<file path="config.mk">
export PLATFORM = sky130hd
export DESIGN_NAME = dmxcf_ram
export DESIGN_NICKNAME = d
export VERILOG_FILES = /design/src/dmx_channel_crossfade_defines.svh /design/src/dmxcf_ram.sv
export SDC_FILE = /design/constraint.sdc
export NUM_CORES = 2
export LEC_CHECK = 0
export ABC_AREA = 1
export BUFFER_PORTS_ARGS = -buffer_cell sky130_fd_sc_hd__buf_2
export CAP_MARGIN = 20
export CORE_MARGIN = 1.5
export CORE_UTILIZATION = 58
export DETAILED_ROUTE_END_ITERATION = 12
export PLACE_DENSITY_LB_ADDON = 0.1
export REMOVE_ABC_BUFFERS = 1
export SETUP_SLACK_MARGIN = 0.1
export SYNTH_ARGS = -nofsm -noshare
export SYNTH_HDL_FRONTEND = slang
export SYNTH_SLANG_ARGS = --single-unit
</file>
<file path="constraint.sdc">
create_clock -name clk -period 2.5 [get_ports clk]
set_input_delay 0.75 -clock clk [delete_from_list [all_inputs] [get_ports clk]]
set_output_delay 0.75 -clock clk [all_outputs]
set_load 0.005 [all_outputs]
</file>
<file path="src/dmx_channel_crossfade_defines.svh">
// assertion macros for the crossfade block
`ifndef DMX_CHANNEL_CROSSFADE_DEFINES_SVH
`define DMX_CHANNEL_CROSSFADE_DEFINES_SVH

// checked outside reset
`define DMXCF_ASSERT(label, prop, msg) \
  label: assert property (@(posedge clk) disable iff (rst) prop) else $error(msg);

// checked on every edge, reset included
`define DMXCF_ASSERT_ALWAYS(label, prop, msg) \
  label: assert property (@(posedge clk) prop) else $error(msg);

`endif

</file>
<file path="src/dmxcf_ram.sv">
module dmxcf_ram #(
  parameter int WIDTH = 8,
  parameter int DEPTH = 512,
  localparam int AW = (DEPTH > 1) ? $clog2(DEPTH) : 1
) (
  input  logic             clk,
  input  logic             we,
  input  logic [AW-1:0]    waddr,
  input  logic [WIDTH-1:0] wdata,
  input  logic [AW-1:0]    raddr,
  output logic [WIDTH-1:0] rdata
);

  logic [WIDTH-1:0] mem [DEPTH];

  always_ff @(posedge clk) begin
    if (we) begin
      mem[waddr] <= wdata;
    end
    rdata <= mem[raddr];
  end

endmodule
</file>
---- Word-level counts from Yosys, hierarchy flattened ----
Memories as Yosys holds them, arrays and structs flattened. A register that Yosys moved wholly into a read port is not among the register bits.
Cells that the tools add are included.
operators by class
  $add $sub $neg .......................... 0
  multipliers ............................. 0
  div/mod/pow operators ................... 0
  $lt $le $gt $ge ......................... 0
  equality and inequality tests ........... 0
  shift operators ......................... 0
  mux-type cells .......................... 2
  bitwise operators ....................... 0
  reductions and logical operators ........ 0
operator list
  cell     count
  $mux W1  2
storage, ports and cells
  register bits after elaboration ......... 0
  latch bits .............................. 0
  bits in writable memories ............... 4096
  memory bits (read-only) ................. 0
  logic and storage cells ................. 3
  memories kept ........................... 1
memory list
  name  words  width  read ports  clocked after Yosys merged registers in  wr ports  RTL line         source
  mem   512    8      1           1                                        1         dmxcf_ram.sv:14  logic [WIDTH-1:0] mem [DEPTH];

---- Depth between registers and ports, before layout ----
  word-level depth ........................ 2
  depth in mapped cells ................... 15
  depth with buffers taken out ............ 11

---- Worst setup path after synthesis ----
No wires, ideal clock.
  path type ............................... in2reg
  from .................................... input port waddr[4]
  to ...................................... memory mem[212][0], enable pin
  arrival time ............................ 1.971 ns
  required time ........................... 2.130 ns
  setup slack ............................. 0.159 ns
  cell stages on the path ................. 7
  buffers on the path ..................... 1
  cells stage by stage .................... inv_1 -> nor2_1 -> inv_1 -> nor2_1 -> inv_1 -> clkbuf_1 -> nor2_1
RTL lines
  element          RTL line         source
  start, declared  dmxcf_ram.sv:8   input logic [AW-1:0] waddr,
  end, declared    dmxcf_ram.sv:14
No word-level cell before the write port.

==> impl_metrics.ini <==
[placed_design]
dpl.cell_count = 18239
hpwl_um = 318000
gp_congestion = 0.947
port_buffers = 35
dp_slack_ps = -1040

[floorplan]
die_area_sq_mm = 0.291
die_h_um = 539
initial_core_util_pct = 58.4
rows = 196
coreArea_sq_mm = 0.285
die_w_um = 539
io_pins = 36

[run]
timing.max_cap.violations = 0

[worst_setup_path]
cp-start-kind = input pin
worstSetupPathType = in2reg
worstPathMaxFanout = 24
crit_path_end_kind = register
rr_worst_depth = 10
critPathRequiredTime_ps = 3390
crit_arrival_ps = 3370
slowest_stage = nand3_1
cp_common_cell = nand3_1
slowest_delay_ps = 370
r2r_start = mem[8][1]$_DFFE_PP_
critPathBufInv = 5
r2r_end = rdata[1]$_DFF_P_
crit_family = simple AND/OR/NAND/NOR gates
crit_chain = buf_8, inv_16, buf_12, buf_4, buf_4, nand3_1, nand3_1, nand3_1, nand3_1, nand3_1, nand3_1, nand3_1, nand3_1, nand2_1
r2r_setup_slack_ps = 290

[synthesis]
avgSynthCellArea_sq_um = 12.0
syn_inst = 13891
synth_cell_types = 16
synth-seq-cells = 4104
yosys_warnings = 0
synth_top_family_by_area = simple AND/OR/NAND/NOR gates
synth_area_sq_mm = 0.167
yosysSeqAreaShare_pct = 73.9
synthMuxAreaShare_pct = 0
synthXorXnorAreaFrac_pct = 0
synthSimpleGateAreaFrac_pct = 22.8
synth_compound_area_share_pct = 0
synth_fa_ha_area_share_pct = 0

[pwr]
p_per_area_mw_per_mm2 = 750
p_leak_nw = 71.0
power_mw = 147
vdd_ir_drop_max_mv = 0.640

[route]
drc = 0
wl_per_cell_um = 26.0
drt_iter0_drc = 15653
firstDrtPassIters = 7
ant_nets = 0
routed_wl_um = 495000
routed_via_density = 6.09
vias = 115652

[clock_network]
clk_pin_slew_ps = 60
cts_buffers = 411
htree_levels = 5
clk_latency_ps = 1000
root_buffer = clkbuf_16
cts_tree = done
cts_num_sinks = 4104
cts.path.max_buffers = 4
holdBufCountCts = 0

[timing]
layout_setup_ws_ps = 21.7
drv_slew = 0
finClkSkew_ps = 68.3
rsz0062_at_grt = true
final.period_utilization_pct = 99.1
relSlewSlack_pct = 30.0
finalHoldViolations = 0
worst_pin_slew_ps = 1050
fmax_mhz = 403
finalSetupTns_ps = 0
period_minus_slack_ps = 2480
setup_violations = 0

[finish]
final_cell_mix = nand2_1 (4,145), edfxtp_1 (4,096), nand3_1 (4,066)
fin_cells = 19006
utilization_pct = 68.6
fin_nets = 14918
drive_gt1_share_pct = 14.3
final_common_cell = nand2_1
fillers = 20119
area_growth_pct = 17.5

[global_route]
grt_pass1_vias = 111533
grt_overflow = 0
grt_max_degree = 91
grt.total_usage_pct = 33.8
grt_pass1_wl_um = 727000
antenna_found_initial = 27

[hold_path]
hp-class = in2reg
hp-start = wdata[5]
min_path_cells = 1
worstHoldEndpoint = mem[485][5]$_DFFE_PP_

[outcome]
status = completed
[registers in the layout (all words and copies together) (netlist names)]
name,count
mem,4096
rdata,8
[worst max path at each step]
| stage | from | to | slack [ps] | cells after the start |
|---|---|---|---|---|
| final | raddr[1] | rdata[7]$_DFF_P_ | 20 | 14 |
| after global routing | raddr[1] | rdata[7]$_DFF_P_ | 30 | 14 |
| after CTS | rdata[2]$_DFF_P_ | rdata[2] | 70 | 1 |
| after detailed placement | raddr[0] | rdata[2]$_DFF_P_ | -1040 | 15 |
| after global placement | raddr[1] | rdata[2]$_DFF_P_ | -1070 | 14 |
| after floorplan | raddr[0] | rdata[4]$_DFF_P_ | -8630 | 11 |
[synth_stat cells (all sizes together)]
cell type	n	area [sq um]
buf	799	4710
nand2	4160	15600
dfxtp	8	160
nor3	11	55.1
nor2	514	1930
clkbuf	184	691
inv	39	151
nand3	4080	20400
edfxtp	4096	123000
[stage by stage]
| stage | area (sq um) | hold WS (ps) |
|---|---|---|
| finish | 196000 | 184 |
| global route | 196000 | 163 |
| CTS | 196000 | 147 |
| detailed placement | 182000 | 1150 |
| global placement | 182000 | 1160 |
| floorplan | 161000 | 849 |
[power breakdown]
part           switching, mW  total, mW  internal [mW]
registers              0.119       75.9           75.8
clock network           25.9       60.9           35.0
logic                   7.12       10.2           3.12
[cell type report]
class                   instances  area [sq um]  area share (%)
repair buffers               1569         16300            8.32
clock inverters               241          2380            1.21
diodes                         19          47.5          0.0243
multi-input cells            8765         38200            19.5
inverters                      39           201           0.103
well taps                    3762          4710            2.40
flip-flops and latches       4104        123000            62.9
clock buffers                 507         10800            5.52
[what timing repair did]
action,4_1_cts,5_1_grt
gates resized for setup,24,10
setup buffers,0,0
gates cloned,0,0
setup endpoints to repair,11,8
[layer usage]
metal	track usage [%]	vias to the layer above	wire length, um
li1	-	51525	-
met1	46.5	56475	189000
met2	52.6	6481	229000
met3	5.44	1161	48600
met4	17.0	10	27300
met5	0	-	63
[logic make-up after synthesis]
family,count (synthesis)
simple gates,8765
flops,4104
buf+inv,1022
(Power assumes the default switching activity.)
